`src/hdl/tlc_pkg.sv`:
```
package tlc_pkg;

    // fixed field widths
    localparam int SAMPLE_W    = 8;
    localparam int PIN_FIELD_W = 14;
    localparam int PIN_NUM_W   = 4;
    localparam int IDX_W       = 8;
    localparam int CMD_W       = 2;
    localparam int STATUS_W    = 2;
    localparam int CFG_IDX_W   = 3;
    localparam int CFG_DATA_W  = 32;
    localparam int COUNT_W     = 4;
    localparam int IN_DATA_W   = 24;
    localparam int OUT_DATA_W  = 16;

    // configuration register indexes
    localparam logic [CFG_IDX_W-1:0] CFG_PIN_MAP      = 3'd0;
    localparam logic [CFG_IDX_W-1:0] CFG_TRACE_COUNT  = 3'd1;
    localparam logic [CFG_IDX_W-1:0] CFG_TRIG_MASK    = 3'd2;
    localparam logic [CFG_IDX_W-1:0] CFG_TRIG_FIRST   = 3'd3;
    localparam logic [CFG_IDX_W-1:0] CFG_TRIG_SECOND  = 3'd4;

    typedef enum logic [CMD_W-1:0] {
        CMD_TICK = 2'd0,
        CMD_ARM  = 2'd1,
        CMD_READ = 2'd2
    } t_cmd;

    typedef enum logic [STATUS_W-1:0] {
        ST_DONE    = 2'd0,
        ST_WAITING = 2'd1,
        ST_TRACING = 2'd2
    } t_run_state;

    // where the read word of a result comes from
    typedef enum logic [1:0] {
        RD_ZERO = 2'd0,
        RD_HELD = 2'd1,
        RD_MEM  = 2'd2
    } t_rd_src;

endpackage

```
`src/hdl/triggered_logic_capture.sv`:
```
// Logic analyzer capture engine. Accepts one word per clock cycle while the output is not
// stalled and returns one result word per input word, via the stage and output registers.
// The rate is set by the sample store: one read, one write per cycle, registered read data.
// The two newest waiting samples (entries 0 and 1) live in registers. Entries 2 and up live in
// the memory. An arm command clears the store at once, with no clearing pass: a fill count
// marks which memory entries were written since the arm. The rest read as zero.
module triggered_logic_capture
    import tlc_pkg::*;
#(
    parameter int STORE_DEPTH = 256,
    parameter int MAX_TRACES  = 8,
    parameter int PIN_COUNT   = 14
) (
    input  logic                  i_clk,
    input  logic                  i_rst_n,
    // configuration write port
    input  logic                  i_cfg_wr_en,
    input  logic [CFG_IDX_W-1:0]  i_cfg_index,
    input  logic [CFG_DATA_W-1:0] i_cfg_data,
    // input stream
    input  logic                  s_axis_tvalid,
    output logic                  s_axis_tready,
    input  logic [IN_DATA_W-1:0]  s_axis_tdata,   // pin_levels[13:0], read_index[21:14], zero pad
    input  logic [CMD_W-1:0]      s_axis_tuser,   // cmd[1:0]
    // output stream
    output logic                  m_axis_tvalid,
    input  logic                  m_axis_tready,
    output logic [OUT_DATA_W-1:0] m_axis_tdata    // run_status[1:0], read_data[9:2], zero pad
);

    localparam int AW   = $clog2(STORE_DEPTH);
    localparam int WP_W = $clog2(STORE_DEPTH + 1);
    localparam int XW   = (AW > IDX_W) ? AW : IDX_W;

    // configuration registers
    logic [CFG_DATA_W-1:0] r_pin_map;
    logic [COUNT_W-1:0]    r_trace_count;
    logic [SAMPLE_W-1:0]   r_trig_mask;
    logic [SAMPLE_W-1:0]   r_trig_first;
    logic [SAMPLE_W-1:0]   r_trig_second;

    // capture state
    t_run_state          r_state, n_state;
    logic                r_first, n_first;
    logic [WP_W-1:0]     r_wp, n_wp;
    logic [SAMPLE_W-1:0] r_e0, n_e0;
    logic [SAMPLE_W-1:0] r_e1, n_e1;

    // sample memory
    logic [SAMPLE_W-1:0] r_store [STORE_DEPTH];
    logic [SAMPLE_W-1:0] r_rd_data;
    logic                mem_we;
    logic                mem_re;
    logic [AW-1:0]       rd_addr;

    // stage after acceptance
    logic                r_s1_valid;
    t_run_state          r_s1_status, n_s1_status;
    t_rd_src             r_s1_src, n_s1_src;
    logic [SAMPLE_W-1:0] r_s1_held, n_s1_held;

    // output register
    logic                r_out_valid;
    t_run_state          r_out_status;
    logic [SAMPLE_W-1:0] r_out_data;

    logic                accept;
    logic                advance;
    t_cmd                cmd;
    logic [PIN_FIELD_W-1:0] pins;
    logic [IDX_W-1:0]    rd_idx;
    logic [XW-1:0]       rd_idx_x;
    logic [15:0]         levels;
    logic [SAMPLE_W-1:0] sample;
    logic [WP_W-1:0]     wp_inc;

    assign cmd      = t_cmd'(s_axis_tuser);
    assign pins     = s_axis_tdata[PIN_FIELD_W-1:0];
    assign rd_idx   = s_axis_tdata[PIN_FIELD_W+IDX_W-1:PIN_FIELD_W];
    assign rd_idx_x = XW'(rd_idx);
    assign rd_addr  = rd_idx_x[AW-1:0];
    assign levels   = 16'(pins);
    assign wp_inc   = r_wp + 1'b1;

    // handshake: the output register frees the stage, the stage frees the input
    assign advance       = !r_out_valid || m_axis_tready;
    assign s_axis_tready = !r_s1_valid || advance;
    assign accept        = s_axis_tvalid && s_axis_tready;
    assign mem_re        = accept && (cmd == CMD_READ);

    // gather trace bits through the pin map
    always_comb begin
        logic [PIN_NUM_W-1:0] pin;
        sample = '0;
        for (int k = 0; k < MAX_TRACES; k++) begin
            pin = r_pin_map[PIN_NUM_W*k +: PIN_NUM_W];
            if (k < int'(r_trace_count) && int'(pin) < PIN_COUNT) begin
                sample[k] = levels[pin];
            end
        end
    end

    // configuration writes
    always_ff @(posedge i_clk) begin
        if (!i_rst_n) begin
            r_pin_map     <= '0;
            r_trace_count <= '0;
            r_trig_mask   <= '0;
            r_trig_first  <= '0;
            r_trig_second <= '0;
        end else if (i_cfg_wr_en) begin
            case (i_cfg_index)
                CFG_PIN_MAP:     r_pin_map     <= i_cfg_data;
                CFG_TRACE_COUNT: r_trace_count <= i_cfg_data[COUNT_W-1:0];
                CFG_TRIG_MASK:   r_trig_mask   <= i_cfg_data[SAMPLE_W-1:0];
                CFG_TRIG_FIRST:  r_trig_first  <= i_cfg_data[SAMPLE_W-1:0];
                CFG_TRIG_SECOND: r_trig_second <= i_cfg_data[SAMPLE_W-1:0];
                default: ;
            endcase
        end
    end

    // next state and store access for an accepted word
    always_comb begin
        n_state  = r_state;
        n_first  = r_first;
        n_wp     = r_wp;
        n_e0     = r_e0;
        n_e1     = r_e1;
        mem_we   = 1'b0;
        n_s1_src  = RD_ZERO;
        n_s1_held = '0;
        if (accept) begin
            case (cmd)
                CMD_TICK: begin
                    case (r_state)
                        ST_WAITING: begin
                            n_e0 = r_e1;
                            n_e1 = sample;
                            if (r_first) begin
                                n_first = 1'b0;
                            end else if (r_trig_first == (r_trig_mask & r_e1) &&
                                         r_trig_second == (r_trig_mask & sample)) begin
                                n_state = ST_TRACING;
                            end
                        end
                        ST_TRACING: begin
                            mem_we = 1'b1;
                            n_wp   = wp_inc;
                            if (wp_inc >= WP_W'(STORE_DEPTH)) begin
                                n_state = ST_DONE;
                            end
                        end
                        default: ;
                    endcase
                end
                CMD_ARM: begin
                    n_e0    = '0;
                    n_e1    = '0;
                    n_wp    = WP_W'(2);
                    n_first = 1'b1;
                    n_state = ST_WAITING;
                end
                CMD_READ: begin
                    // entries past the fill count were cleared by the last arm
                    if (rd_idx < IDX_W'(2)) begin
                        n_s1_src  = RD_HELD;
                        n_s1_held = rd_idx[0] ? r_e1 : r_e0;
                    end else if (int'(rd_idx) < int'(r_wp)) begin
                        n_s1_src = RD_MEM;
                    end
                end
                default: ;
            endcase
        end
        n_s1_status = n_state;
    end

    // control state
    always_ff @(posedge i_clk) begin
        if (!i_rst_n) begin
            r_state     <= ST_DONE;
            r_first     <= 1'b0;
            r_wp        <= '0;
            r_e0        <= '0;
            r_e1        <= '0;
            r_s1_valid  <= 1'b0;
            r_out_valid <= 1'b0;
        end else begin
            r_state <= n_state;
            r_first <= n_first;
            r_wp    <= n_wp;
            r_e0    <= n_e0;
            r_e1    <= n_e1;
            if (accept) begin
                r_s1_valid <= 1'b1;
            end else if (advance) begin
                r_s1_valid <= 1'b0;
            end
            if (advance) begin
                r_out_valid <= r_s1_valid;
            end
        end
    end

    // sample memory, one write and one read port
    always_ff @(posedge i_clk) begin
        if (mem_we) begin
            r_store[r_wp[AW-1:0]] <= sample;
        end
        if (mem_re) begin
            r_rd_data <= r_store[rd_addr];
        end
    end

    // stage and output payload
    always_ff @(posedge i_clk) begin
        if (accept) begin
            r_s1_status <= n_s1_status;
            r_s1_src    <= n_s1_src;
            r_s1_held   <= n_s1_held;
        end
        if (advance && r_s1_valid) begin
            r_out_status <= r_s1_status;
            case (r_s1_src)
                RD_HELD: r_out_data <= r_s1_held;
                RD_MEM:  r_out_data <= r_rd_data;
                default: r_out_data <= '0;
            endcase
        end
    end

    assign m_axis_tvalid = r_out_valid;
    assign m_axis_tdata  = OUT_DATA_W'({r_out_data, r_out_status});

endmodule

```
`config.mk`:
```
export PLATFORM = sky130hd
export DESIGN_NAME = triggered_logic_capture
export DESIGN_NICKNAME = d
export VERILOG_FILES = /design/src/hdl/tlc_pkg.sv /design/src/hdl/triggered_logic_capture.sv
export SDC_FILE = /design/constraint.sdc
export NUM_CORES = 2
export LEC_CHECK = 0
export BUFFER_PORTS_ARGS = -buffer_cell sky130_fd_sc_hd__buf_2
export CORE_AREA = 4 4 410 614
export CTS_CLUSTER_SIZE = 25
export DETAILED_ROUTE_END_ITERATION = 8
export DIE_AREA = 0 0 414 618
export REMOVE_ABC_BUFFERS = 1
export SLEW_MARGIN = 20
export SYNTH_ARGS = -nofsm -noshare
export SYNTH_HDL_FRONTEND = slang
export SYNTH_SLANG_ARGS = --single-unit
```
`constraint.sdc`:
```
create_clock -name i_clk -period 15.8 [get_ports i_clk]
set_clock_uncertainty 0.05 [all_clocks]
set_input_delay 1.58 -clock i_clk [delete_from_list [all_inputs] [get_ports i_clk]]
set_output_delay 1.58 -clock i_clk [all_outputs]
set_load 0.02 [all_outputs]
```
# Word level (Yosys, flattened, before mapping)
# Memory sizes are Yosys's and may differ from the RTL's. A register that Yosys moved wholly into a read port is not among the register bits.
# Index checks and enable logic that the tools add are counted.
[op_classes] n_addsub=1 mul=0 div_mod_pow=0 n_lt_le_gt_ge=27 n_eq_ne=14 n_shift=0 n_mux=49 bitwise=3 n_reduce_logical=29
[op_table] operator="one-hot mux 8 bit (2 select lines)" count=3
[op_table] operator="less-than comparator 4 x 5 -> 1 bit (second input constant)" count=8
[op_table] operator="binary-select mux 1 bit (select 4 bit)" count=8
[op_table] operator="less-than comparator 4 bit (second input constant)" count=8
[op_table] operator="two-way mux 1 bit" count=25
[op_table] operator="two-way mux 8 bit" count=3
[op_table] operator="one-hot mux 9 bit (2 select lines)" count=1
[op_table] operator="bitwise AND 8 bit" count=2
[op_table] operator="== test 8 bit" count=2
[op_table] operator="less-than comparator 3 x 4 -> 1 bit (first input constant)" count=4
[op_table] operator="logical AND 1 bit" count=12
[op_table] operator="AND reduction 2 bit" count=6
[op_table] operator="two-way mux 2 bit" count=5
[op_table] operator="adder 9 x 1 -> 9 bit (second input constant)" count=1
[op_table] operator=">= comparator 9 bit (second input constant)" count=1
[op_table] operator="less-than comparator 8 x 9 -> 1 bit" count=1
[op_table] operator="two-way mux 9 bit" count=1
[op_table] operator="less-than comparator 1 x 4 -> 1 bit (first input constant)" count=2
[op_table] operator="less-than comparator 2 x 4 -> 1 bit (first input constant)" count=2
[op_table] operator="less-than comparator 8 x 2 -> 1 bit (second input constant)" count=1
[op_table] operator="one-hot mux 2 bit (2 select lines)" count=2
[op_table] operator="== test 2 x 1 -> 1 bit (second input constant)" count=3
[op_table] operator="== test 2 bit (second input constant)" count=3
[op_table] operator="== test 3 x 2 -> 1 bit (second input constant)" count=2
[op_table] operator="13 further kinds" count=17
[word_totals] register_bits=112 latchBits=0 ramBits=2048 romBits=0 mem_count=1
[memory_table] memory="r_store" words=256 word_bits=8 read_ports=1 rd_clocked_by_memory_dff=1 wr=1 line_no="triggered_logic_capture.sv:50" source="logic [SAMPLE_W-1:0] r_store [STORE_DEPTH];"

# Depth between registers and ports, before layout
[depth] depth_word=11 depth_mapped=13 mapped_depth_nobuf=9

# Worst setup path after synthesis
# OpenSTA, ideal clock, no wires.
[synth_path] path_kind="input to register" from="in s_axis_tdata[1]" to="mem r_store[0][1] (data pin)" setup_time_ns=2.434 arrival_ns=13.262 required_ns=13.316 path_slack_ns=0.054 path_stages=3 n_path_buf=0 cell_sequence="mux4_2 nand2_1 a311oi_1"
[synth_between] elab_chain_cells=3
[synth_rtl] item="start: declaration" line_no="triggered_logic_capture.sv:23" source="input logic [IN_DATA_W-1:0] s_axis_tdata,"
[synth_rtl] item="binary-select mux 1 bit (select 4 bit)" line_no="triggered_logic_capture.sv:98" source="sample[k] = levels[pin];"
[synth_rtl] item="two-way mux 1 bit (not written as such)" line_no="triggered_logic_capture.sv:98"
[synth_rtl] item="two-way mux 1 bit" line_no="triggered_logic_capture.sv:97" source="if (k < int'(r_trace_count) && int'(pin) < PIN_COUNT) begin"
[synth_rtl] item="via sample[1]" line_no="triggered_logic_capture.sv:74" source="logic [SAMPLE_W-1:0] sample;"
[synth_rtl] item="end: declaration" line_no="triggered_logic_capture.sv:50"
# The timed path passes the listed nets, and every way through them passes these cells. The select of a mux whose other input is x is not followed.

==> reports/results.txt <==
status - completed
H-tree levels - 4
CP arrival - 6.57 ns
Setup TNS Final - 0 ns
Post CTS Setup Buffer Count - 0
distinct cell type count after synthesis - 73
DRC Markers - 0
global route overflow - 0
synthesized area per cell - 19.17 um2
most area-consuming cells after synthesis - edfxtp_1 73%, mux4_2 11%, mux2i_1 4.0%, dfxtp_1 2.1%, nor2_1 1.6%
global-route wire length before repair - 320,300 um
post_cts resized - 0
fin nets - 4,654
CP endpoint kind - flop
leakage power - 30.03 nW
WP buf/inv - 5
post-DP HPWL - 135,000 um
Cell Pwr Density - 118.6 nW/um2
placed cells - 7,641
vias per cell - 5.437
Hold Buf Count CTS - 0
CTS Sinks - 2,168
Synth async-reset ratio - 0%
Worst slew margin - 24.14%
via count - 43,381
Crit path depth - 12
Max Cap Viol - 0
Worst setup SP type - input pin
Tcrit/Tclk final - 38.42%
Post-synth EDFFs - 2,078
number of I/O port buffers - 75
unrepaired setup endpoints after global routing - no
fin. max-slew vios - 0
layout cells sized above 1 - 19.24%
Least-Margin Pin Slew - 1.138 ns
crit-path max cell delay - 0.60 ns
die width - 414 um
Worst Setup EP - r_rd_data[3]
crit-path cells - buf_8, buf_4, buf_4, buf_4, buf_4, mux4_2, mux4_2, a21oi_1, o21ai_0, o311ai_0, o2111ai_1, o311a_1
Die Y - 618 um
share of the synthesized area in the top cell type - 72.59%
CP max stage cell - buf_4
Final ANT Viol Nets - 0
core box area - 246,100 um2
pin count of the biggest net entering global routing - 183
Initial Util - 34.93%
Worst Setup SP - s_axis_tdata[15]
Clock Path Buffers - 4
initial antenna violation count - 7
WL final - 222,600 um
Synth area leader - edfxtp_1
most used cell along the critical path - buf_4
Skew-Pair Late Insertion Delay - 0.82 ns
R2R Setup Slk - 11.70 ns
Cell Rows - 223
vias in the first global route - 44,385
clk root buf - clkbuf_16
Area Growth Syn to Fin - 11.38%
Seq/Total Area, Yosys - 74.68%
CTS clk-pin slew, worst paths - 0.07 ns
Num CTS Buffers - 190
GRT Total Usage - 16.91%
CTS tree - built
reg2reg start - m_axis_tvalid
Top Family by Delay on Critical Path - buffers and inverters
final hold violations - 0
IR Drop Worst-Case VDD - 97.86 uV
WS Path Type - input pin to flop
Finished Core Util - 38.91%
DRT Pass-1 Iters - 5
Critical Path RT - 16.30 ns
Syn Inst Count - 4,485
Hold/Removal Path Class - flop to flop
Post-synth top flop - edfxtp_1
crit path max fanout - 38
YS warnings - 0
synthesized cell area - 85,960 um2
worst r2r dst - r_store[217][3]
Non-Filler Instances - 7,979
Top Ports - 84
Initial DRC Count - 3,980
die area - 255,900 um2
Seq cells post-synth - 2,168
gpl congestion - 0.8292
worst reg2reg path depth - 8
drt wl/cell - 27.90 um
Setup violations, final - 0
FMAX - 0.1648 GHz
Period minus WS final - 6.070 ns
cell type report:
type,instances,area [um2]
diodes,4,10.01
clock buffers,228,5021
multi-input cells,2015,20170
clock inverters,104,897.1
repair buffers,167,1241
fillers,22184,150300
flip-flops and latches,2168,64200
well taps,3262,4081
inverters,31,121.4
sequential cells by signal, indices dropped and copies added, names as in the netlist:
register       count
r_store         2048
r_pin_map         32
r_wp               9
r_e0               8
r_e1               8
r_out_data         8
r_rd_data          8
r_s1_held          8
r_trig_first       8
r_trig_mask        8
r_trig_second      8
r_trace_count      4
r_out_status       2
r_s1_src           2
r_s1_status        2
r_state            2
m_axis_tvalid      1
r_first            1
r_s1_valid         1
metal layers:
metal,share of wire (%),up-vias,track usage (%)
li1,-,18473,-
met1,37,23020,20.26
met2,52,1466,30.40
met3,5.5,418,2.315
met4,4.9,4,7.382
met5,0.012,-,0
worst min path at each step:
| stage | depth (start not counted) | end | slack, ns | from |
|---|---|---|---|---|
| after floorplan | 0 | r_out_status[0] | 0.35 | r_s1_status[0] |
| after detailed placement | 0 | r_out_status[0] | 0.36 | r_s1_status[0] |
| after global routing | 0 | r_out_status[1] | 0.42 | r_s1_status[1] |
| final | 0 | r_out_status[0] | 0.40 | r_s1_status[0] |
| after CTS | 0 | r_out_status[0] | 0.41 | r_s1_status[0] |
| after global placement | 0 | r_out_status[1] | 0.39 | r_s1_status[1] |
cells in the mapped netlist, types with 26 or more instances:
cell	count
clkbuf_1	146
a22oi_1	28
nor2_1	365
o221ai_1	125
mux4_2	431
a21oi_1	139
mux2i_1	345
buf_6	38
buf_2	31
o21ai_0	26
inv_1	28
buf_4	34
dfxtp_1	90
o22ai_1	75
edfxtp_1	2078
nor3_1	64
nand2_1	172
cells by family after synthesis:
group                      count (synthesis)  share of synthesized area [%]
adders and majority gates                 15                         0.2183
AOI/OAI and AO/OA                        485                          3.905
and+or+nand+nor                          699                          3.451
other                                      1                       0.004362
xor gates and xnor gates                  23                         0.2343
DFF                                     2168                          74.68
muxes                                    787                          15.47
buffers and inverters                    307                          2.033
through the flow:
stage	worst slack [ns]	instance area, um2	hold WS [ns]	power (mW)
floorplan	0.05369	84350	0.3503	6.659
detailed placement	8.865	89750	0.3581	6.927
CTS	9.716	95670	0.4060	11.44
global placement	8.804	89740	0.3901	6.921
global route	9.553	95740	0.4174	11.67
finish	9.730	95740	0.4043	11.36
power by group:
part           total [mW]  internal, mW  switching [mW]
Sequential           6.25          6.25         0.00670
Clock                4.56          2.51            2.05
Combinational       0.545         0.197           0.348
layout by cell type, fill, tap and decap left out, types with 6 or more instances in the layout:
| cell type | count |
|---|---|
| clkinv_1 | 35 |
| nand2b_1 | 9 |
| edfxtp_1 | 2078 |
| o31ai_1 | 7 |
| o211ai_1 | 6 |
| clkinv_2 | 43 |
| nand2_1 | 170 |
| buf_4 | 82 |
| o221ai_1 | 125 |
| nor2b_1 | 11 |
| mux2i_1 | 345 |
| and3_1 | 9 |
| buf_12 | 8 |
| clkbuf_16 | 193 |
| a21oi_1 | 139 |
| clkbuf_1 | 29 |
| xor2_1 | 12 |
| a22oi_1 | 28 |
| mux4_2 | 431 |
| nor3_1 | 62 |
| mux2_2 | 10 |
| nand3_1 | 12 |
| conb_1 | 6 |
| ha_1 | 15 |
| dfxtp_1 | 90 |
| buf_2 | 71 |
| nor4_1 | 16 |
| o21ai_0 | 26 |
| bufinv_16 | 15 |
| a211oi_1 | 18 |
| o22ai_1 | 75 |
| nand4_1 | 7 |
| inv_1 | 27 |
| xnor2_1 | 11 |
| clkbuf_8 | 7 |
| nor2_1 | 362 |
Power figures use the tool's default switching activity.
